## config.mk

```make
export PLATFORM = sky130hd
export DESIGN_NAME = second_order_complementary_filter
export DESIGN_NICKNAME = d
export VERILOG_FILES = /design/src/rtl/socf_pkg.sv /design/src/rtl/socf_ctrl.sv /design/src/rtl/socf_dp.sv /design/src/rtl/second_order_complementary_filter.sv
export SDC_FILE = /design/constraint.sdc
export NUM_CORES = 2
export LEC_CHECK = 0
export BUFFER_PORTS_ARGS = -buffer_cell sky130_fd_sc_hd__clkbuf_2
export CAP_MARGIN = 20
export CELL_PAD_IN_SITES_DETAIL_PLACEMENT = 1
export CELL_PAD_IN_SITES_GLOBAL_PLACEMENT = 2
export CORE_ASPECT_RATIO = 0.5
export CORE_MARGIN = 3
export CORE_UTILIZATION = 42
export DETAILED_ROUTE_END_ITERATION = 16
export PLACE_DENSITY = 0.94
export SLEW_MARGIN = 20
export SYNTH_ARGS = -nofsm -noshare
export SYNTH_HDL_FRONTEND = slang
export SYNTH_HIERARCHICAL = 1
export SYNTH_SLANG_ARGS = --single-unit
```

## constraint.sdc

```tcl
create_clock -name clock -period 18.8 [get_ports clock]
set_input_delay 5.64 -clock clock [delete_from_list [all_inputs] [get_ports clock]]
set_output_delay 5.64 -clock clock [all_outputs]
set_load 0.1 [all_outputs]
```

## src/rtl/socf_pkg.sv

```systemverilog
`timescale 1ns / 1ps
`default_nettype none
package socf_pkg;

   localparam int ANGLE_W      = 32;
   localparam int DT_W         = 16;
   localparam int TC_W         = 16;
   localparam int REQ_TDATA_W  = 2 * ANGLE_W + DT_W;
   localparam int REQ_TUSER_W  = 2;
   localparam int RSP_TDATA_W  = ANGLE_W;
   localparam int RSP_TUSER_W  = 2;

   localparam logic [TC_W-1:0] TC_RESET = 16'd1792;

   localparam logic REQ_INIT   = 1'b0;
   localparam logic REQ_UPDATE = 1'b1;

   typedef enum logic [3:0] {
      OP_NONE,
      OP_LOAD,
      OP_MP,
      OP_MB,
      OP_MA,
      OP_MPROP,
      OP_MINT,
      OP_TERM,
      OP_ABS,
      OP_TLO,
      OP_THI,
      OP_DA,
      OP_FIN
   } dp_op_type;

   typedef struct packed {
      logic      capture;
      dp_op_type op;
   } dp_cmd_type;

   typedef struct packed {
      logic out_free;
   } dp_status_type;

endpackage
`default_nettype wire

```

## src/rtl/socf_ctrl.sv

```systemverilog
`timescale 1ns / 1ps
`default_nettype none
module socf_ctrl (
   input  wire                     clock,
   input  wire                     reset,
   input  wire                     req_tvalid,
   input  wire                     req_init,
   output logic                    req_tready,
   input  wire socf_pkg::dp_status_type status,
   output socf_pkg::dp_cmd_type    cmd
);
   import socf_pkg::*;

   typedef enum logic [12:0] {
      ST_IDLE  = 13'h0001,
      ST_LOAD  = 13'h0002,
      ST_MP    = 13'h0004,
      ST_MB    = 13'h0008,
      ST_MA    = 13'h0010,
      ST_MPROP = 13'h0020,
      ST_MINT  = 13'h0040,
      ST_TERM  = 13'h0080,
      ST_ABS   = 13'h0100,
      ST_TLO   = 13'h0200,
      ST_THI   = 13'h0400,
      ST_DA    = 13'h0800,
      ST_FIN   = 13'h1000
   } state_type;

   state_type state_ff, state_in;

   always_comb begin
      state_in    = state_ff;
      req_tready  = 1'b0;
      cmd.capture = 1'b0;
      cmd.op      = OP_NONE;
      unique case (state_ff)
         ST_IDLE: begin
            req_tready = 1'b1;
            if (req_tvalid) begin
               cmd.capture = 1'b1;
               state_in    = req_init ? ST_FIN : ST_LOAD;
            end
         end
         ST_LOAD: begin
            cmd.op   = OP_LOAD;
            state_in = ST_MP;
         end
         ST_MP: begin
            cmd.op   = OP_MP;
            state_in = ST_MB;
         end
         ST_MB: begin
            cmd.op   = OP_MB;
            state_in = ST_MA;
         end
         ST_MA: begin
            cmd.op   = OP_MA;
            state_in = ST_MPROP;
         end
         ST_MPROP: begin
            cmd.op   = OP_MPROP;
            state_in = ST_MINT;
         end
         ST_MINT: begin
            cmd.op   = OP_MINT;
            state_in = ST_TERM;
         end
         ST_TERM: begin
            cmd.op   = OP_TERM;
            state_in = ST_ABS;
         end
         ST_ABS: begin
            cmd.op   = OP_ABS;
            state_in = ST_TLO;
         end
         ST_TLO: begin
            cmd.op   = OP_TLO;
            state_in = ST_THI;
         end
         ST_THI: begin
            cmd.op   = OP_THI;
            state_in = ST_DA;
         end
         ST_DA: begin
            cmd.op   = OP_DA;
            state_in = ST_FIN;
         end
         ST_FIN: begin
            if (status.out_free) begin
               cmd.op   = OP_FIN;
               state_in = ST_IDLE;
            end
         end
         default: begin
            state_in = ST_IDLE;
         end
      endcase
   end

   always_ff @(posedge clock) begin
      if (reset) begin
         state_ff <= ST_IDLE;
      end else begin
         state_ff <= state_in;
      end
   end

   a_fin_waits: assert property (@(posedge clock) disable iff (reset)
      (state_ff == ST_FIN && !status.out_free) |=> state_ff == ST_FIN)
      else $error("result committed while output register busy");

   a_update_starts: assert property (@(posedge clock) disable iff (reset)
      (state_ff == ST_IDLE && req_tvalid && !req_init) |=> state_ff == ST_LOAD)
      else $error("update word did not start the filter sequence");

   a_init_short: assert property (@(posedge clock) disable iff (reset)
      (state_ff == ST_IDLE && req_tvalid && req_init) |=> state_ff == ST_FIN)
      else $error("init word did not go straight to commit");

endmodule
`default_nettype wire

```

## src/rtl/socf_dp.sv

```systemverilog
`timescale 1ns / 1ps
`default_nettype none
module socf_dp (
   input  wire                                clock,
   input  wire                                reset,
   input  wire socf_pkg::dp_cmd_type          cmd,
   output socf_pkg::dp_status_type            status,
   input  wire                                req_type,
   input  wire                                req_axis,
   input  wire [socf_pkg::ANGLE_W-1:0]        req_accel,
   input  wire [socf_pkg::ANGLE_W-1:0]        req_rate,
   input  wire [socf_pkg::DT_W-1:0]           req_dt,
   input  wire                                csr_wr_en,
   input  wire [socf_pkg::TC_W-1:0]           csr_wr_data,
   input  wire                                rsp_tready,
   output logic                               rsp_tvalid,
   output logic [socf_pkg::ANGLE_W-1:0]       rsp_angle,
   output logic                               rsp_axis,
   output logic                               rsp_sat
);
   import socf_pkg::*;

   localparam int ERR_W  = ANGLE_W + 1;
   localparam int PROD_W = 2 * ANGLE_W;
   localparam int PART_W = ANGLE_W + DT_W;
   localparam int DI_W   = ANGLE_W + 1;
   localparam int PROP_W = 42;
   localparam int TERM_W = 44;
   localparam int TM_W   = 43;
   localparam int DA_W   = 45;
   localparam int WIDE_W = 48;

   localparam logic [PART_W+1:0] RND48 = {2'b00, 1'b1, {(PART_W-1){1'b0}}};

   function automatic logic [ANGLE_W:0] sat32(input logic [WIDE_W-1:0] v);
      logic [WIDE_W-ANGLE_W:0] upper;
      upper = v[WIDE_W-1:ANGLE_W-1];
      if ((&upper) || !(|upper)) begin
         return {1'b0, v[ANGLE_W-1:0]};
      end else if (v[WIDE_W-1]) begin
         return {1'b1, 1'b1, {(ANGLE_W-1){1'b0}}};
      end else begin
         return {1'b1, 1'b0, {(ANGLE_W-1){1'b1}}};
      end
   endfunction

   // state; angle and integrator reset to zero, time constant to TC_RESET
   logic [ANGLE_W-1:0] angle_store_ff [2];
   logic [ANGLE_W-1:0] integ_store_ff [2];
   logic [TC_W-1:0]    tc_ff;

   // captured word
   logic               type_ff;
   logic               axis_ff;
   logic [ANGLE_W-1:0] accel_ff;
   logic [ANGLE_W-1:0] rate_ff;
   logic [DT_W-1:0]    dt_ff;

   // work registers
   logic [ANGLE_W-1:0] prev_ff;
   logic [ANGLE_W-1:0] integ_ff;
   logic [ANGLE_W-1:0] em_ff;
   logic               eneg_ff;
   logic [PROD_W-1:0]  mul_ff;
   logic [PROD_W-1:0]  p_ff;
   logic [PART_W-1:0]  b_ff;
   logic [DI_W-1:0]    di_ff;
   logic [PROP_W-1:0]  prop_ff;
   logic               sat_ff;
   logic [TERM_W-1:0]  term_ff;
   logic [TM_W-1:0]    tm_ff;
   logic               tneg_ff;
   logic [DA_W-1:0]    da_ff;

   logic               rsp_valid_ff, rsp_valid_in;
   logic [ANGLE_W-1:0] rsp_angle_ff;
   logic               rsp_axis_ff;
   logic               rsp_sat_ff;

   logic [ANGLE_W-1:0] rd_angle, rd_integ;
   logic [ERR_W-1:0]   err, err_neg;
   logic [ANGLE_W-1:0] err_mag;
   logic [ANGLE_W-1:0] mul_a, mul_b;
   logic [PART_W+1:0]  di_low;
   logic [DI_W-1:0]    di_mag;
   logic [WIDE_W-1:0]  di_s, integ_sum;
   logic [ANGLE_W:0]   integ_sat;
   logic [PROD_W/2+DT_W+1:0] prop_sum;
   logic [TERM_W-1:0]  prop_s, term_sum, term_neg;
   logic [PART_W:0]    bsum;
   logic [DA_W-1:0]    da_sum;
   logic [WIDE_W-1:0]  da_s, ang_sum;
   logic [ANGLE_W:0]   ang_sat;
   logic               fin;

   assign fin = (cmd.op == OP_FIN);

   always_comb begin
      rd_angle = angle_store_ff[axis_ff];
      rd_integ = integ_store_ff[axis_ff];
      err      = {accel_ff[ANGLE_W-1], accel_ff} - {rd_angle[ANGLE_W-1], rd_angle};
      err_neg  = -err;
      err_mag  = err[ERR_W-1] ? err_neg[ANGLE_W-1:0] : err[ANGLE_W-1:0];
   end

   // shared multiplier operand select
   always_comb begin
      mul_a = '0;
      mul_b = '0;
      unique case (cmd.op)
         OP_LOAD: begin
            mul_a = {{(ANGLE_W-TC_W){1'b0}}, tc_ff};
            mul_b = {{(ANGLE_W-TC_W){1'b0}}, tc_ff};
         end
         OP_MP: begin
            mul_a = em_ff;
            mul_b = mul_ff[ANGLE_W-1:0];
         end
         OP_MB: begin
            mul_a = mul_ff[ANGLE_W-1:0];
            mul_b = {{(ANGLE_W-DT_W){1'b0}}, dt_ff};
         end
         OP_MA: begin
            mul_a = p_ff[PROD_W-1:ANGLE_W];
            mul_b = {{(ANGLE_W-DT_W){1'b0}}, dt_ff};
         end
         OP_MPROP: begin
            mul_a = em_ff;
            mul_b = {{(ANGLE_W-TC_W){1'b0}}, tc_ff};
         end
         OP_TLO: begin
            mul_a = tm_ff[ANGLE_W-1:0];
            mul_b = {{(ANGLE_W-DT_W){1'b0}}, dt_ff};
         end
         OP_THI: begin
            mul_a = {{(2*ANGLE_W-TM_W){1'b0}}, tm_ff[TM_W-1:ANGLE_W]};
            mul_b = {{(ANGLE_W-DT_W){1'b0}}, dt_ff};
         end
         OP_NONE, OP_MINT, OP_TERM, OP_ABS, OP_DA, OP_FIN: begin
            mul_a = '0;
            mul_b = '0;
         end
         default: begin
            mul_a = '0;
            mul_b = '0;
         end
      endcase
   end

   always_comb begin
      // integrator step: round(p * dt / 2^48), a in mul_ff, b in b_ff
      di_low = {2'b00, mul_ff[DT_W-1:0], {ANGLE_W{1'b0}}} + {2'b00, b_ff} + RND48;
      di_mag = {1'b0, mul_ff[PART_W-1:DT_W]} + {{(DI_W-2){1'b0}}, di_low[PART_W+1:PART_W]};
      di_s   = eneg_ff ? -{{(WIDE_W-DI_W){1'b0}}, di_ff} : {{(WIDE_W-DI_W){1'b0}}, di_ff};
      integ_sum = {{(WIDE_W-ANGLE_W){integ_ff[ANGLE_W-1]}}, integ_ff} + di_s;
      integ_sat = sat32(integ_sum);

      // proportional: round(2 * e * tc / 2^8)
      prop_sum = {1'b0, mul_ff[PART_W-1:0], 1'b0} + 50'h80;
      prop_s   = eneg_ff ? -{{(TERM_W-PROP_W){1'b0}}, prop_ff}
                         : {{(TERM_W-PROP_W){1'b0}}, prop_ff};
      term_sum = {{(TERM_W-ANGLE_W){integ_ff[ANGLE_W-1]}}, integ_ff} + prop_s
               + {{(TERM_W-ANGLE_W){rate_ff[ANGLE_W-1]}}, rate_ff};
      term_neg = -term_ff;

      // angle step: round(term * dt / 2^16)
      bsum   = {1'b0, b_ff} + 49'h8000;
      da_sum = {mul_ff[DA_W-DT_W-1:0], {DT_W{1'b0}}}
             + {{(DA_W-(PART_W+1-DT_W)){1'b0}}, bsum[PART_W:DT_W]};
      da_s   = tneg_ff ? -{{(WIDE_W-DA_W){1'b0}}, da_ff} : {{(WIDE_W-DA_W){1'b0}}, da_ff};
      ang_sum = {{(WIDE_W-ANGLE_W){prev_ff[ANGLE_W-1]}}, prev_ff} + da_s;
      ang_sat = sat32(ang_sum);
   end

   always_ff @(posedge clock) begin
      mul_ff <= mul_a * mul_b;
      if (cmd.capture) begin
         type_ff  <= req_type;
         axis_ff  <= req_axis;
         accel_ff <= req_accel;
         rate_ff  <= req_rate;
         dt_ff    <= req_dt;
      end
      unique case (cmd.op)
         OP_LOAD: begin
            prev_ff  <= rd_angle;
            integ_ff <= rd_integ;
            em_ff    <= err_mag;
            eneg_ff  <= err[ERR_W-1];
         end
         OP_MB: begin
            p_ff <= mul_ff;
         end
         OP_MA, OP_THI: begin
            b_ff <= mul_ff[PART_W-1:0];
         end
         OP_MPROP: begin
            di_ff <= di_mag;
         end
         OP_MINT: begin
            integ_ff <= integ_sat[ANGLE_W-1:0];
            sat_ff   <= integ_sat[ANGLE_W];
            prop_ff  <= prop_sum[PROP_W+7:8];
         end
         OP_TERM: begin
            term_ff <= term_sum;
         end
         OP_ABS: begin
            tm_ff   <= term_ff[TERM_W-1] ? term_neg[TM_W-1:0] : term_ff[TM_W-1:0];
            tneg_ff <= term_ff[TERM_W-1];
         end
         OP_DA: begin
            da_ff <= da_sum;
         end
         OP_FIN: begin
            rsp_axis_ff <= axis_ff;
            if (type_ff == REQ_INIT) begin
               rsp_angle_ff <= accel_ff;
               rsp_sat_ff   <= 1'b0;
            end else begin
               rsp_angle_ff <= ang_sat[ANGLE_W-1:0];
               rsp_sat_ff   <= sat_ff | ang_sat[ANGLE_W];
            end
         end
         OP_NONE, OP_MP, OP_TLO: begin
         end
         default: begin
         end
      endcase
   end

   always_ff @(posedge clock) begin
      if (reset) begin
         angle_store_ff <= '{default: '0};
         integ_store_ff <= '{default: '0};
         tc_ff          <= TC_RESET;
      end else begin
         if (csr_wr_en) begin
            tc_ff <= csr_wr_data;
         end
         if (fin) begin
            if (type_ff == REQ_INIT) begin
               angle_store_ff[axis_ff] <= accel_ff;
               integ_store_ff[axis_ff] <= rate_ff;
            end else begin
               angle_store_ff[axis_ff] <= ang_sat[ANGLE_W-1:0];
               integ_store_ff[axis_ff] <= integ_ff;
            end
         end
      end
   end

   assign rsp_valid_in = fin | (rsp_valid_ff & ~rsp_tready);

   always_ff @(posedge clock) begin
      if (reset) begin
         rsp_valid_ff <= 1'b0;
      end else begin
         rsp_valid_ff <= rsp_valid_in;
      end
   end

   assign status.out_free = ~rsp_valid_ff | rsp_tready;
   assign rsp_tvalid      = rsp_valid_ff;
   assign rsp_angle       = rsp_angle_ff;
   assign rsp_axis        = rsp_axis_ff;
   assign rsp_sat         = rsp_sat_ff;

   a_zero_dt_hold: assert property (@(posedge clock) disable iff (reset)
      (fin && type_ff == REQ_UPDATE && dt_ff == '0)
      |=> (rsp_angle_ff == $past(prev_ff) && !rsp_sat_ff))
      else $error("zero step time changed the angle");

   a_valid_from_commit: assert property (@(posedge clock) disable iff (reset)
      $rose(rsp_valid_ff) |-> $past(fin))
      else $error("result valid raised without a commit");

   a_rsp_hold: assert property (@(posedge clock) disable iff (reset)
      (rsp_valid_ff && !rsp_tready) |=> (rsp_valid_ff && $stable(rsp_angle_ff)))
      else $error("result word changed while stalled");

endmodule
`default_nettype wire

```

## src/rtl/second_order_complementary_filter.sv

```systemverilog
// Update word: accept, load, the multiply and add steps, commit to the output register.
// Init word: accept, then commit. In both cases the next word is taken back in idle.
// Update time is set by seven passes through the one shared 32x32 multiplier plus
// the add, round and clamp steps between them; a waiting result stalls only the commit.
// Reset (synchronous, active high) zeroes angle and integrator of both axes,
// sets the time constant to 7.0 and empties the output register.
`timescale 1ns / 1ps
`default_nettype none
module second_order_complementary_filter (
   input  wire                                  clock,
   input  wire                                  reset,
   input  wire                                  req_tvalid,
   output logic                                 req_tready,
   // accel_angle, gyro_rate, step_time
   input  wire [socf_pkg::REQ_TDATA_W-1:0]      req_tdata,
   // req_type, axis_sel
   input  wire [socf_pkg::REQ_TUSER_W-1:0]      req_tuser,
   output logic                                 rsp_tvalid,
   input  wire                                  rsp_tready,
   // angle_estimate
   output logic [socf_pkg::RSP_TDATA_W-1:0]     rsp_tdata,
   // result_axis, saturated
   output logic [socf_pkg::RSP_TUSER_W-1:0]     rsp_tuser,
   input  wire                                  csr_wr_en,
   input  wire [socf_pkg::TC_W-1:0]             csr_wr_data
);
   import socf_pkg::*;

   dp_cmd_type    cmd;
   dp_status_type status;
   logic          req_init;
   logic          rsp_axis;
   logic          rsp_sat;

   assign req_init = (req_tuser[0] == REQ_INIT);

   socf_ctrl u_ctrl (
      .clock      (clock),
      .reset      (reset),
      .req_tvalid (req_tvalid),
      .req_init   (req_init),
      .req_tready (req_tready),
      .status     (status),
      .cmd        (cmd)
   );

   socf_dp u_dp (
      .clock       (clock),
      .reset       (reset),
      .cmd         (cmd),
      .status      (status),
      .req_type    (req_tuser[0]),
      .req_axis    (req_tuser[1]),
      .req_accel   (req_tdata[ANGLE_W-1:0]),
      .req_rate    (req_tdata[2*ANGLE_W-1:ANGLE_W]),
      .req_dt      (req_tdata[2*ANGLE_W+DT_W-1:2*ANGLE_W]),
      .csr_wr_en   (csr_wr_en),
      .csr_wr_data (csr_wr_data),
      .rsp_tready  (rsp_tready),
      .rsp_tvalid  (rsp_tvalid),
      .rsp_angle   (rsp_tdata),
      .rsp_axis    (rsp_axis),
      .rsp_sat     (rsp_sat)
   );

   assign rsp_tuser = {rsp_sat, rsp_axis};

endmodule
`default_nettype wire

```

==> reports/qor.yml <==
global_route:
  grt_max_degree: 80
  antenna_found_initial: 7
  grt_pass1_vias: 65900
  grt_pass1_wl_um: 423000
  grtUsageTotal_pct: 30.0
  grt-ovfl-total: 0
sta:
  hold_ws_ns: 0.408
  slew_headroom_pct: 15.2
  timing.setup.tns_ns: 0
  finalSetupViolations: 0
  final_max_slew_viol_count: 0
  hold_viol: 0
  clock_skew_ns: 0.0298
  max_freq_mhz: 59.0
  tightestPinTransition_ns: 1.26
  worst_slack_ns: 1.84
  period_share_pct: 90.2
  rsz0062_at_grt: "false"
  min_period_ns: 16.96
die:
  dieArea_mm2: 0.187
  initial_core_util_pct: 42.7
  num_rows: 109
  pin_count: 139
  die_y_um: 307
  fp.coreArea_mm2: 0.178
  die_w_um: 608
worst_hold_path:
  worstHoldStart: "u_dp/mul_ff[59]"
  hold_path.class: "reg2reg"
route:
  vias: 62900
  post-route-drc-count: 0
  drt_iter0_markers: 6598
  viasPerCell: 5.89
  wire_per_inst_um: 26.5
  drt-total-wl_um: 283000
  ant_nets: 0
  drt-pass1-iter-count: 9
clock_network:
  clkLatencyLatePin_ns: 0.70
  cts_tree: "yes"
  cts.sinks: 709
  cts_buffers: 82
  ctsResizeCount: 0
  htreeDepth: 3
  cts_hold_buf: 0
  post_cts_buffers: 0
  cts_root_buffer: "clkbuf_16"
  clock_path_buffers: 3
  path_clk_slew_ns: 0.06
synthesis:
  synth-edff-count: 487
  synth-simple-area-share_pct: 15.0
  synth_fa_ha_area_share_pct: 32.9
  post_synth_mux_area_share_pct: 1.19
  synth_nets: 9798
  ys_types: 101
  synth-compound-area-share_pct: 11.6
  synth_top_area_share_pct: 24.9
  async_flop_share_pct: 0
  syn_area_per_cell_um2: 9.21
  postSynthCellCount: 8263
  synth_top_cell_by_area: "fa_1"
  synth_top_flop_cell: "edfxtp_1"
  syn_area_mm2: 0.0761
  ys_seq_area_share_pct: 25.1
  synth.area.top_cells: "fa_1 (25%), edfxtp_1 (19%), ha_1 (8.0%)"
  synth_top_family_by_area: "adder cells"
  ys_warn_count: 6
  synth_xor_area_share_pct: 5.96
  synth_seq_cells: 709
final_layout:
  final_cell_mix: "inv_1 (1,253), nor2_1 (976), fa_1 (945)"
  drive_above_1_share_pct: 6.31
  syn_to_final_growth_pct: 7.96
  finish.utilization_pct: 46.0
  nets: 9752
  seqCellArea_mm2: 0.0191
  final_common_cell: "inv_1"
  stdcell_area_mm2: 0.0821
  fin_cells: 10700
  n_fill_cell: 20500
  multi_input_area_mm2: 0.0508
setup_path:
  required_ns: 19.41
  startpoint_type: "primary input"
  crit_path_end_kind: "register"
  reg2reg_setup_slack_ns: 5.57
  path_class: "in2reg"
  crit_slowest_cell: "and2_1"
  critPathMaxFanout: 34
  cpMostUsedCell: "fa_1"
  r2r-start: "u_ctrl/state_ff[1]"
  crit_arrival_ns: 17.58
  cp_slowest_stage_delay_ns: 0.93
  crit_start: "rsp_tready"
run_status:
  status: "completed"
power:
  power_mw: 3.97
  ir_drop_mv: 0.0554
  p_per_area_mw_per_mm2: 48.3
  leakagePower_nw: 36.6
placed_design:
  post_dp_cell_area_mm2: 0.0793
  dpl_worst_slack_ns: 1.40
  io_buffers: 138
  dpl.hpwl_um: 218000
  gp_congestion: 0.966
  dp.cells: 10500
flow_run:
  maxCapViolCount: 0
[cell families (layout without fill, tap and decap cells)]
kind of cell,count (synthesis),count (layout)
other,0,7
AO/OA/AOI/OAI,1306,1306
XOR/XNOR,516,516
multiplexers,90,90
flip-flops,709,709
AND/OR/NAND/NOR,2547,2547
buffers and inverters,1663,1687
adder cells (fa/ha/maj),1432,1432
[cells in the mapped netlist (39+ instances only)]
library cell and count:
mux2i_1 86, nor2_1 983, and3_1 49, fa_1 945
nor2b_1 88, xor2_1 177, a211oi_1 180, o21ai_0 228
edfxtp_1 487, nand3_1 97, or3_1 48, nand4_1 84
ha_1 487, a21oi_1 297, o21a_1 49, inv_1 1254
nand2b_1 55, clkbuf_1 354, nor3_1 73, o31ai_1 55
dfxtp_1 222, o21bai_1 39, a31oi_1 40, xnor2_1 337
a21o_1 120, nand2_1 842, and2_1 51
[report_power, final]
part	internal [mW]	total, mW	switching [mW]
Clock	0.973	1.68	0.709
Combinational	0.178	0.536	0.359
Sequential	1.71	1.75	0.0428
Total	2.86	3.97	1.11
[critical path, delay by kind of cell]
kind                     cells  cell delay, ns
AO/OA/AOI/OAI                9            2.36
XOR/XNOR                     1            0.18
adder cells (fa/ha/maj)      9            4.48
buffers and inverters       10            1.22
AND/OR/NAND/NOR             12            3.63
[worst paths after layout]
path,end,cells past startpoint
max,u_dp/mul_ff[60],41
min,u_dp/p_ff[59],0
max reg2reg,u_dp/mul_ff[60],40
min reg2reg,u_dp/p_ff[59],0
[metal layers]
layer  vias to the layer above  GRT usage [%]  wire [um]
met5                         -              0         27
met4                         4           14.8      16600
met3                       708           6.75      28700
met2                      3048           45.7     122000
met1                     32100           40.4     116000
li1                      27000              -          -
[state kept, by name, indices dropped and copies added, names as in the netlist, 33 cells and up]
| register | flops |
|---|---|
| u_dp/b_ff | 33 |
| u_dp/tm_ff | 43 |
| u_dp/da_ff | 45 |
| u_dp/mul_ff | 64 |
| u_dp/term_ff | 44 |
| u_dp/di_ff | 33 |
| u_dp/angle_store_ff | 64 |
| u_dp/prop_ff | 42 |
| u_dp/integ_store_ff | 64 |
[area by class of cell]
class	count	area share, %
multi-input cells	5891	61.9
repair buffers	277	2.13
flip-flops and latches	709	23.2
diodes	7	0.0213
clock inverters	36	0.509
well taps	2386	3.63
clock buffers	118	2.86
inverters	1256	5.74
Power figures use the tool's default switching activity.
